## src/rtl/stmu_pkg.sv

```systemverilog
`timescale 1ns / 1ps
// Shared types and constants for the sparse tensor mode unfold index core.
package stmu_pkg;

  // Field widths fixed by the interface
  localparam int DIM_BITS      = 16;
  localparam int IDX_BITS      = 32;
  localparam int VALUE_BITS    = 32;
  localparam int CFG_DATA_BITS = 16;
  localparam int CFG_ADDR_BITS = 3;
  localparam int NUM_DIMS      = 4;

  // Configuration register indexes
  localparam logic [CFG_ADDR_BITS-1:0] REG_MODE_COUNT  = 3'd0;
  localparam logic [CFG_ADDR_BITS-1:0] REG_UNFOLD_MODE = 3'd1;
  localparam logic [CFG_ADDR_BITS-1:0] REG_MODE_AS_ROW = 3'd2;
  localparam logic [CFG_ADDR_BITS-1:0] REG_DIM_SIZE0   = 3'd3;
  localparam logic [CFG_ADDR_BITS-1:0] REG_DIM_SIZE1   = 3'd4;
  localparam logic [CFG_ADDR_BITS-1:0] REG_DIM_SIZE2   = 3'd5;
  localparam logic [CFG_ADDR_BITS-1:0] REG_DIM_SIZE3   = 3'd6;

  // Reset values
  localparam logic [2:0]          MODE_COUNT_RST = 3'd3;
  localparam logic [1:0]          UNFOLD_RST     = 2'd0;
  localparam logic                AS_ROW_RST     = 1'b1;
  localparam logic [DIM_BITS-1:0] DIM_RST        = 16'd1;

  // Decoded geometry handed from the register block to the datapath
  typedef struct packed {
    logic [2:0]          n;       // effective mode count
    logic [1:0]          mode;    // effective unfold mode
    logic                as_row;  // chosen mode drives the row index
    logic [1:0]          ord0;    // rotated mode in slot 0
    logic [1:0]          ord1;    // rotated mode in slot 1
    logic [1:0]          ord2;    // rotated mode in slot 2
    logic [DIM_BITS-1:0] dim1;    // size of the slot 1 mode
    logic [DIM_BITS-1:0] dim2;    // size of the slot 2 mode
  } geom_t;

endpackage

```

## src/rtl/stmu_cfg.sv

```systemverilog
`timescale 1ns / 1ps
// Configuration registers and decode of the rotated mode order.
module stmu_cfg #(
  parameter int MAX_MODES = 4
) (
  input  logic                                 clk,
  input  logic                                 rst,
  input  logic                                 cfg_write,
  input  logic [stmu_pkg::CFG_ADDR_BITS-1:0]   cfg_index,
  input  logic [stmu_pkg::CFG_DATA_BITS-1:0]   cfg_data,
  output stmu_pkg::geom_t                      geom
);

  logic [2:0]                    mode_count;
  logic [1:0]                    unfold_mode;
  logic                          mode_as_row;
  logic [stmu_pkg::DIM_BITS-1:0] dim_size [stmu_pkg::NUM_DIMS];

  logic [2:0] n_eff;
  logic [1:0] m_eff;
  logic [2:0] t0, t1, t2;

  // Register writes
  always_ff @(posedge clk) begin
    if (rst) begin
      mode_count  <= stmu_pkg::MODE_COUNT_RST;
      unfold_mode <= stmu_pkg::UNFOLD_RST;
      mode_as_row <= stmu_pkg::AS_ROW_RST;
      for (int i = 0; i < stmu_pkg::NUM_DIMS; i++) begin
        dim_size[i] <= stmu_pkg::DIM_RST;
      end
    end else if (cfg_write) begin
      case (cfg_index)
        stmu_pkg::REG_MODE_COUNT:  mode_count  <= cfg_data[2:0];
        stmu_pkg::REG_UNFOLD_MODE: unfold_mode <= cfg_data[1:0];
        stmu_pkg::REG_MODE_AS_ROW: mode_as_row <= cfg_data[0];
        stmu_pkg::REG_DIM_SIZE0:   dim_size[0] <= cfg_data;
        stmu_pkg::REG_DIM_SIZE1:   dim_size[1] <= cfg_data;
        stmu_pkg::REG_DIM_SIZE2:   dim_size[2] <= cfg_data;
        stmu_pkg::REG_DIM_SIZE3:   dim_size[3] <= cfg_data;
        default: ;
      endcase
    end
  end

  // Saturate mode count and unfold mode, then rotate the remaining modes
  always_comb begin
    if (mode_count < 3'd2) begin
      n_eff = 3'd2;
    end else if (mode_count > 3'(MAX_MODES)) begin
      n_eff = 3'(MAX_MODES);
    end else begin
      n_eff = mode_count;
    end
    if ({1'b0, unfold_mode} >= n_eff) begin
      m_eff = 2'(n_eff - 3'd1);
    end else begin
      m_eff = unfold_mode;
    end
    // (m + 1 + i) mod n; the sum stays below 2n for the active slots, one subtract is enough
    t0 = {1'b0, m_eff} + 3'd1;
    t1 = {1'b0, m_eff} + 3'd2;
    t2 = {1'b0, m_eff} + 3'd3;
    if (t0 >= n_eff) t0 = t0 - n_eff;
    if (t1 >= n_eff) t1 = t1 - n_eff;
    if (t2 >= n_eff) t2 = t2 - n_eff;
  end

  always_comb begin
    geom.n      = n_eff;
    geom.mode   = m_eff;
    geom.as_row = mode_as_row;
    geom.ord0   = t0[1:0];
    geom.ord1   = t1[1:0];
    geom.ord2   = t2[1:0];
    geom.dim1   = dim_size[t1[1:0]];
    geom.dim2   = dim_size[t2[1:0]];
  end

endmodule

```

## src/rtl/sparse_tensor_mode_unfold_index_core.sv

```systemverilog
`timescale 1ns / 1ps
// Top level: mode-m unfolding index pipeline for sparse tensor nonzeros.
//
// Usage:
//   One nonzero per beat enters on in_valid/in_ready (coord0..coord3,
//   nonzero_value, in_last) and one result leaves on out_valid/out_ready
//   (row_index, col_index, out_value, out_last, index_overflow).
//   Configuration goes through cfg_write/cfg_index/cfg_data while no beat
//   is in flight; writes take effect on the next cycle.
//   Three register stages, the first loaded at the accept edge: stage 1
//   picks the rotated coordinates and forms the stride product, stage 2
//   does the coordinate-by-stride multiplies, stage 3 sums, flags overflow
//   and steers row/column into the output register.
//   Throughput is one beat per cycle while the output is not stalled.
//   When out_ready is low, valid bits collapse bubbles and in_ready drops
//   only once every stage holds a beat; nothing is dropped or repeated.
//   Synchronous reset empties the pipeline and restores the configuration
//   defaults (3 modes, mode 0, mode as row, all sizes 1).
module sparse_tensor_mode_unfold_index_core #(
  parameter int MAX_MODES  = 4,
  parameter int COORD_BITS = 16
) (
  input  logic                                 clk,
  input  logic                                 rst,
  // configuration
  input  logic                                 cfg_write,
  input  logic [stmu_pkg::CFG_ADDR_BITS-1:0]   cfg_index,
  input  logic [stmu_pkg::CFG_DATA_BITS-1:0]   cfg_data,
  // input channel
  input  logic                                 in_valid,
  output logic                                 in_ready,
  input  logic [COORD_BITS-1:0]                coord0,
  input  logic [COORD_BITS-1:0]                coord1,
  input  logic [COORD_BITS-1:0]                coord2,
  input  logic [COORD_BITS-1:0]                coord3,
  input  logic [stmu_pkg::VALUE_BITS-1:0]      nonzero_value,
  input  logic                                 in_last,
  // output channel
  output logic                                 out_valid,
  input  logic                                 out_ready,
  output logic [stmu_pkg::IDX_BITS-1:0]        row_index,
  output logic [stmu_pkg::IDX_BITS-1:0]        col_index,
  output logic [stmu_pkg::VALUE_BITS-1:0]      out_value,
  output logic                                 out_last,
  output logic                                 index_overflow
);

  localparam int IW     = stmu_pkg::IDX_BITS;
  localparam int DW     = stmu_pkg::DIM_BITS;
  localparam int T0_W   = COORD_BITS + IW;
  localparam int T1_W   = COORD_BITS + DW;
  localparam int SUM_W  = COORD_BITS + IW + 2;

  stmu_pkg::geom_t geom;

  stmu_cfg #(
    .MAX_MODES (MAX_MODES)
  ) u_cfg (
    .clk       (clk),
    .rst       (rst),
    .cfg_write (cfg_write),
    .cfg_index (cfg_index),
    .cfg_data  (cfg_data),
    .geom      (geom)
  );

  // Handshake: each stage advances when empty or when the next one advances
  logic v1, v2;
  logic adv1, adv2, adv_o;

  assign adv_o    = !out_valid || out_ready;
  assign adv2     = !v2 || adv_o;
  assign adv1     = !v1 || adv2;
  assign in_ready = adv1;

  // Stage 1: coordinate selection and stride formation
  logic [COORD_BITS-1:0] coord_arr [stmu_pkg::NUM_DIMS];
  logic [IW-1:0]         dim_prod;
  logic [IW-1:0]         stride0_next;
  logic [DW-1:0]         stride1_next;
  logic                  stride2_next;

  logic [COORD_BITS-1:0]           s1_c0, s1_c1, s1_c2, s1_own;
  logic [IW-1:0]                   s1_stride0;
  logic [DW-1:0]                   s1_stride1;
  logic                            s1_stride2;
  logic [stmu_pkg::VALUE_BITS-1:0] s1_value;
  logic                            s1_last;

  assign coord_arr[0] = coord0;
  assign coord_arr[1] = coord1;
  assign coord_arr[2] = coord2;
  assign coord_arr[3] = coord3;
  assign dim_prod     = IW'(geom.dim1) * IW'(geom.dim2);

  // last active slot has stride 1; inactive slots get stride 0
  always_comb begin
    case (geom.n)
      3'd4: begin
        stride0_next = dim_prod;
        stride1_next = geom.dim2;
        stride2_next = 1'b1;
      end
      3'd3: begin
        stride0_next = IW'(geom.dim1);
        stride1_next = DW'(1);
        stride2_next = 1'b0;
      end
      default: begin
        stride0_next = IW'(1);
        stride1_next = '0;
        stride2_next = 1'b0;
      end
    endcase
  end

  always_ff @(posedge clk) begin
    if (rst) begin
      v1 <= 1'b0;
    end else if (adv1) begin
      v1 <= in_valid;
    end
  end

  always_ff @(posedge clk) begin
    if (adv1 && in_valid) begin
      s1_c0      <= coord_arr[geom.ord0];
      s1_c1      <= coord_arr[geom.ord1];
      s1_c2      <= coord_arr[geom.ord2];
      s1_own     <= coord_arr[geom.mode];
      s1_stride0 <= stride0_next;
      s1_stride1 <= stride1_next;
      s1_stride2 <= stride2_next;
      s1_value   <= nonzero_value;
      s1_last    <= in_last;
    end
  end

  // Stage 2: coordinate times stride
  logic [T0_W-1:0]                 s2_t0;
  logic [T1_W-1:0]                 s2_t1;
  logic [COORD_BITS-1:0]           s2_t2;
  logic [COORD_BITS-1:0]           s2_own;
  logic [stmu_pkg::VALUE_BITS-1:0] s2_value;
  logic                            s2_last;

  always_ff @(posedge clk) begin
    if (rst) begin
      v2 <= 1'b0;
    end else if (adv2) begin
      v2 <= v1;
    end
  end

  always_ff @(posedge clk) begin
    if (adv2 && v1) begin
      s2_t0    <= T0_W'(s1_c0) * T0_W'(s1_stride0);
      s2_t1    <= T1_W'(s1_c1) * T1_W'(s1_stride1);
      s2_t2    <= s1_stride2 ? s1_c2 : '0;
      s2_own   <= s1_own;
      s2_value <= s1_value;
      s2_last  <= s1_last;
    end
  end

  // Stage 3: sum, overflow flag and row/column steering
  logic [SUM_W-1:0] lin_sum;
  logic             lin_ovf;
  logic [IW-1:0]    own_ext;

  assign lin_sum = SUM_W'(s2_t0) + SUM_W'(s2_t1) + SUM_W'(s2_t2);
  assign lin_ovf = lin_sum[SUM_W-1:IW] != '0;
  assign own_ext = IW'(s2_own);

  always_ff @(posedge clk) begin
    if (rst) begin
      out_valid <= 1'b0;
    end else if (adv_o) begin
      out_valid <= v2;
    end
  end

  always_ff @(posedge clk) begin
    if (adv_o && v2) begin
      if (geom.as_row) begin
        row_index <= own_ext;
        col_index <= lin_sum[IW-1:0];
      end else begin
        row_index <= lin_sum[IW-1:0];
        col_index <= own_ext;
      end
      out_value      <= s2_value;
      out_last       <= s2_last;
      index_overflow <= lin_ovf;
    end
  end

endmodule

```

## config.mk

```make
export PLATFORM = sky130hd
export DESIGN_NAME = sparse_tensor_mode_unfold_index_core
export DESIGN_NICKNAME = d
export VERILOG_FILES = /design/src/rtl/stmu_pkg.sv /design/src/rtl/stmu_cfg.sv /design/src/rtl/sparse_tensor_mode_unfold_index_core.sv
export SDC_FILE = /design/constraint.sdc
export NUM_CORES = 2
export LEC_CHECK = 0
export BUFFER_PORTS_ARGS = -buffer_cell sky130_fd_sc_hd__buf_2
export CAP_MARGIN = 20
export CORE_MARGIN = 5
export CORE_UTILIZATION = 50
export CTS_CLUSTER_DIAMETER = 200
export DETAILED_ROUTE_END_ITERATION = 7
export PLACE_DENSITY = 0.67
export SLEW_MARGIN = 20
export SYNTH_ARGS = -nofsm -noshare
export SYNTH_HDL_FRONTEND = slang
export SYNTH_SLANG_ARGS = --single-unit
```

## constraint.sdc

```tcl
create_clock -name clk -period 14.2 [get_ports clk]
set_clock_uncertainty 0.2 [all_clocks]
set_input_delay 0.71 -clock clk [delete_from_list [all_inputs] [get_ports clk]]
set_output_delay 0.71 -clock clk [all_outputs]
set_load 0.01 [all_outputs]
```

# Yosys cells after proc, flatten, opt, wreduce, memory -nomap -nowiden
# Memories as Yosys holds them, arrays and structs flattened.
# Index checks and enable logic that the tools add are counted.
classes:
  n_addsub: 9
  mul: 3
  n_lt_le_gt_ge: 10
  eq_ne: 8
  mux: 45
  n_bitwise: 8
  reduce_logical: 14
ops:
  columns: ["op", "count"]
  rows:
  - ["$mux W16", 14]
  - ["$bmux W16 S2", 4]
  - ["$mul A16 B16 Y32", 2]
  - ["$pmux W32 S2", 1]
  - ["$add A49 B16 Y50", 1]
  - ["$add A48 B32 Y49", 1]
  - ["$mul A16 B32 Y48", 1]
  - ["$pmux W16 S2", 1]
  - ["$mux W1", 19]
  - ["$reduce_bool A18 Y1", 1]
  - ["$eq A3 B3 Y1 const B", 4]
  - ["$ge A3 B3 Y1 const B", 4]
  - ["$not A2 Y3", 4]
  - ["$eq A3 B2 Y1 const B", 3]
  - ["$ge A3 B3 Y1", 3]
  - ["$mux W2", 4]
  - ["$add A2 B2 Y3 const B", 2]
  - ["$mux W3", 2]
  - ["$reduce_and A2 Y1", 3]
  - ["$sub A2 B2 Y2", 3]
  - ["$or A1 B1 Y1", 4]
  - ["$add A2 B1 Y3 const B", 1]
  - ["$eq A3 B1 Y1 const B", 1]
  - ["$ge A2 B3 Y1", 1]
  - ["7 further kinds", 13]
word_totals:
  regBits: 398
  ramBits: 64
  elab_cells: 126
  n_memories: 1
mem_list:
  columns: ["name", "depth", "word_bits", "read_ports", "rd_ports_with_merged_regs", "wr", "line", "text"]
  rows:
  - ["u_cfg.dim_size", 4, 16, 2, 0, 4, "stmu_cfg.sv:17", "logic [stmu_pkg::DIM_BITS-1:0] dim_size [stmu_pkg::NUM_DIMS];"]

# Longest topological paths before layout
logic_depth:
  ltp_word: 12
  ltp_mapped: 44
  mapped_depth_nobuf: 42

# Modules after synthesis
# A second synthesis with hierarchy kept.
hier_totals:
  hier_cells: 5140
  hier_area_um2: 54029.3
by_module_without_submodules:
  columns: ["mod", "n_inst", "cells_per_inst", "area_per_inst_um2", "seq_area_each_um2"]
  rows:
  - ["sparse_tensor_mode_unfold_index_core", 1, 4832, 49977.9, 11741.3]
  - ["stmu_cfg", 1, 308, 4051.4, 2042.0]

# Worst setup path after synthesis
# No wires, ideal clock.
synth_timing:
  path_type: "input -> register"
  startpoint: "input out_ready"
  endpoint: "register s2_last, enable pin"
  arrival_ns: 11.269
  t_required_ns: 13.129
  slack_ns: 1.860
  cell_stages: 2
  n_path_buf: 0
  cell_sequence: "nor2b_1 > a21boi_0"
synth_between:
  elab_chain_len: 3
synth_rtl:
  columns: ["item", "line", "text"]
  rows:
  - ["start: declaration", "sparse_tensor_mode_unfold_index_core.sv:40", "input logic out_ready,"]
  - ["$logic_or A1 B1 Y1", "sparse_tensor_mode_unfold_index_core.sv:71", "assign adv_o = !out_valid || out_ready;"]
  - ["$logic_or A1 B1 Y1", "sparse_tensor_mode_unfold_index_core.sv:72", "assign adv2 = !v2 || adv_o;"]
  - ["$logic_and A1 B1 Y1", "sparse_tensor_mode_unfold_index_core.sv:156", "if (adv2 && v1) begin"]
  - ["end signal: assignment", "sparse_tensor_mode_unfold_index_core.sv:162", "s2_last <= s1_last;"]
  - ["end: declaration", "sparse_tensor_mode_unfold_index_core.sv:145", "logic s2_last;"]
# Every way passes these cells.
# A chain may end at the register's enable or synchronous reset.

# Final worst setup path
layout_timing:
  startpoint: "register u_cfg.mode_count[2]"
  endpoint: "register s1_stride0[31], data pin"
layout_between:
  elab_chain_len: 11
layout_rtl:
  columns: ["item", "line", "text"]
  rows:
  - ["start: declaration", "stmu_cfg.sv:14", "logic [2:0] mode_count;"]
  - ["start signal: assignment", "stmu_cfg.sv:26", "mode_count <= stmu_pkg::MODE_COUNT_RST;"]
  - ["start signal: assignment", "stmu_cfg.sv:34", "stmu_pkg::REG_MODE_COUNT: mode_count <= cfg_data[2:0];"]
  - ["$gt A3 B3 Y1", "stmu_cfg.sv:50", "end else if (mode_count > 3'(MAX_MODES)) begin"]
  - ["$mux W3", "stmu_cfg.sv:50", null]
  - ["$mux W3 *", "stmu_cfg.sv:48", "if (mode_count < 3'd2) begin"]
  - ["$ge A2 B3 Y1 / $sub A2 B1 Y2 (equally long branches)", "stmu_cfg.sv:55, stmu_cfg.sv:56", null]
  - ["$mux W2", "stmu_cfg.sv:55", "if ({1'b0, unfold_mode} >= n_eff) begin"]
  - ["$add A2 B2 Y3, on equally long branches", "stmu_cfg.sv:62, stmu_cfg.sv:63", null]
  - ["$ge A3 B3 Y1, or another cell as far along", "stmu_cfg.sv:65", "if (t1 >= n_eff) t1 = t1 - n_eff;"]
  - ["$mux W2, on equally long branches", "stmu_cfg.sv:65, stmu_cfg.sv:66", null]
  - ["$mem_v2 Z4 W16", null, null]
  - ["$mul A16 B16 Y32", "sparse_tensor_mode_unfold_index_core.sv:94", "assign dim_prod = IW'(geom.dim1) * IW'(geom.dim2);"]
  - ["$pmux W32 S2 *", "sparse_tensor_mode_unfold_index_core.sv:98", "case (geom.n)"]
  - ["named net stride0_next[31]", "sparse_tensor_mode_unfold_index_core.sv:79", "logic [IW-1:0] stride0_next;"]
  - ["end signal: assignment", "sparse_tensor_mode_unfold_index_core.sv:131", "s1_stride0 <= stride0_next;"]
  - ["end: declaration", "sparse_tensor_mode_unfold_index_core.sv:84", "logic [IW-1:0] s1_stride0;"]
# The timed path passes the listed nets; every way through them passes the cells marked *.

==> metrics <==
Final period util=0.870; asr flop ratio synth=0; Fill cells=9248; CTS tree=done; CP most frequent cell=inv_1; r2r setup slk=1850 ps; clock slew at the register clock pins of the worst setup and hold paths=60 ps; initial antenna violation count=12; outcome=complete, no violations; Max-Slew Margin vs Limit=0.261; Layout Nets=6574; critical path endpoint category=register; Post-Layout Cell Count=6682; Post-Synthesis Cells=5091; vias in the first global route=38554; setup TNS=0 ps; CTS sink count=462; Crit path largest cell delay=920 ps; synthesis warning total=0; placed instance count=6573; clk buf depth=3; Data arrival, critical path=12530 ps; Synth top cells by count=inv_1, fa_1, nand2_1, edfxtp_1, ha_1; Max Cap Viol=0; Hold Path Class=input pin to register; Die Ht=335 um; post-synth top area cell=fa_1; DRT iter0 DRCs=2788; EDFF count, synth=453; unrepaired setup endpoints after global routing=no; Routed Antenna Nets=0; hpwl dp=109000 um; detailed-route via count=36932; post-synthesis register bit count=462; I/O pins=221; fin. max-slew vios=0; clk root buf=clkbuf_16; top cells by area, synth=fa_1, edfxtp_1, ha_1; final WL=142000 um; GP Congestion=0.906; sequential area share after synthesis=0.261; pin count of the biggest net entering global routing=147; unique cell type count in the Yosys netlist=75; Mapped Nets=6425; drt wl/cell=21.3 um; share of layout cells above drive strength 1=0.0911; Core ar.=0.105 sq mm; CP max stage cell=mux2i_4; P&R area growth vs syn=8.49%; Port Buf Inserts=220; Setup Viol. Count Final=0; Detailed Routing Iterations Pass 1=6; Tmin final=12350 ps; CTS H-tree lvls=2; Max Fclk=80.9 MHz; GRT Util Overall=0.255; hold violation total from the final report=0; num rows=119; CTS Buf Count=52; worst-margin pin slew=1080 ps; global-route wire length before repair=223000 um; top cell type's share of synthesized area=0.312; classification of the worst setup path=register to register; count leader, synth=inv_1; gr ovfl total=0; DIE WIDTH=335 um; Avg Inst Size Synth=10.4 sq um; dominant synthesized flop cell=edfxtp_1; hold_ws=57.0 ps; Critical Path Fanout Max=37; worst skew pair latency=640 ps; Residual DRC=0; CP required=14380 ps; Starting Density=0.503; post-DR vias/cell=5.53; die area=0.112 sq mm; post-synthesis cell area=0.0529 sq mm; critical path startpoint category=register
[kinds of logic (layout without fill, tap and decap cells)]
| group | after synthesis | in the layout | share of synthesized area |
|---|---|---|---|
| other cells | 0 | 11 | 0 |
| compound gates | 458 | 458 | 0.0548 |
| buf+inv | 1069 | 1258 | 0.0766 |
| simple gates | 1604 | 1604 | 0.140 |
| flops | 462 | 462 | 0.261 |
| fa+ha+maj | 1213 | 1213 | 0.404 |
| mux | 160 | 160 | 0.0436 |
| xor+xnor | 125 | 125 | 0.0207 |
[layout make-up]
| type | count | area, sq um | area share |
|---|---|---|---|
| flip-flops and latches | 462 | 13800 | 0.240 |
| clock buffers | 61 | 1360 | 0.0236 |
| inverters | 882 | 3310 | 0.0577 |
| multi-input cells | 3560 | 35200 | 0.613 |
| well taps | 1391 | 1740 | 0.0303 |
| diodes | 11 | 27.5 | 0.000480 |
| clock inverters | 33 | 383 | 0.00667 |
| repair buffers | 282 | 1590 | 0.0277 |
[routing by layer]
layer | track usage | wire length, um | vias up
met4 | 0.0759 | 4480 | 4
met1 | 0.355 | 59400 | 18659
met2 | 0.404 | 65100 | 1526
met3 | 0.0577 | 13100 | 248
met5 | 0 | 27 | -
li1 | - | - | 16495
[sequential cells by signal, indices dropped and copies added (netlist names), 2 cells and up]
name and cells:
s2_value 32, u_cfg.dim_size 64, col_index 32, s1_own 16, s2_t2 16, s1_stride1 16, u_cfg.mode_count 3, s2_own 16
s1_value 32, s2_t0 48, s1_c2 16, out_value 32, s2_t1 32, s1_stride0 32, u_cfg.unfold_mode 2, s1_c0 16
row_index 32, s1_c1 16
[worst paths after layout]
path | start | endpoint | cells after the start
worst max register to register | u_cfg.mode_count[2] | s1_stride0[31] | 40
worst min-delay path | nonzero_value[5] | s1_value[5] | 1
worst min register to register | s1_value[21] | s2_value[21] | 0
worst max-delay path | u_cfg.mode_count[2] | s1_stride0[31] | 40
[layout by cell type (no fill, tap or decap), types with 11 or more instances in the layout]
master	synthesis	final
mux4_2	53	53
nand4_1	15	15
nor2b_1	19	18
xor2_1	46	46
mux2_2	29	29
fa_1	823	823
a211oi_1	14	14
mux2i_1	77	76
nand2b_1	35	35
a21oi_1	126	123
ha_1	390	390
buf_4	2	58
nor2_1	236	236
nor3_1	35	32
buf_2	23	220
o22ai_1	13	13
o21ai_0	108	104
and2_1	373	373
edfxtp_1	453	453
diode_2	0	11
xnor2_1	79	79
and3_1	28	28
clkbuf_16	0	53
a31oi_1	25	24
inv_1	879	879
a21o_1	62	62
o21a_1	24	24
nand3_1	34	34
nand2_1	797	797
[per-stage QoR]
step / util / area [sq um] / setup WS, ps
2_1_floorplan: - / 52900 / 1860
3_3_place_gp: 0.529 / 55600 / 2160
3_5_place_dp: 0.529 / 55600 / 1890
4_1_cts: 0.545 / 57300 / 1890
5_1_grt: 0.546 / 57400 / 1070
6_report: 0.546 / 57400 / 1850
[critical path, delay by kind of cell (launching register included)]
family | cells | cell delay [ps]
adders and majority gates | 10 | 4310
xor gates and xnor gates | 1 | 130
AOI/OAI and AO/OA | 13 | 3710
DFF | 1 | 540
and+or+nand+nor | 5 | 480
buffers and inverters | 9 | 1370
muxes | 2 | 1300
[what timing repair did]
item | in CTS | in global routing
hold buffers | 3 | 0
setup buffers | 0 | 0
resized for setup | 0 | 0
endpoints found under the hold margin | 3 | 0
Power is left out: the tool's default activity adds up to more than one toggle a clock period on the data nets, which glitch-free logic cannot reach.
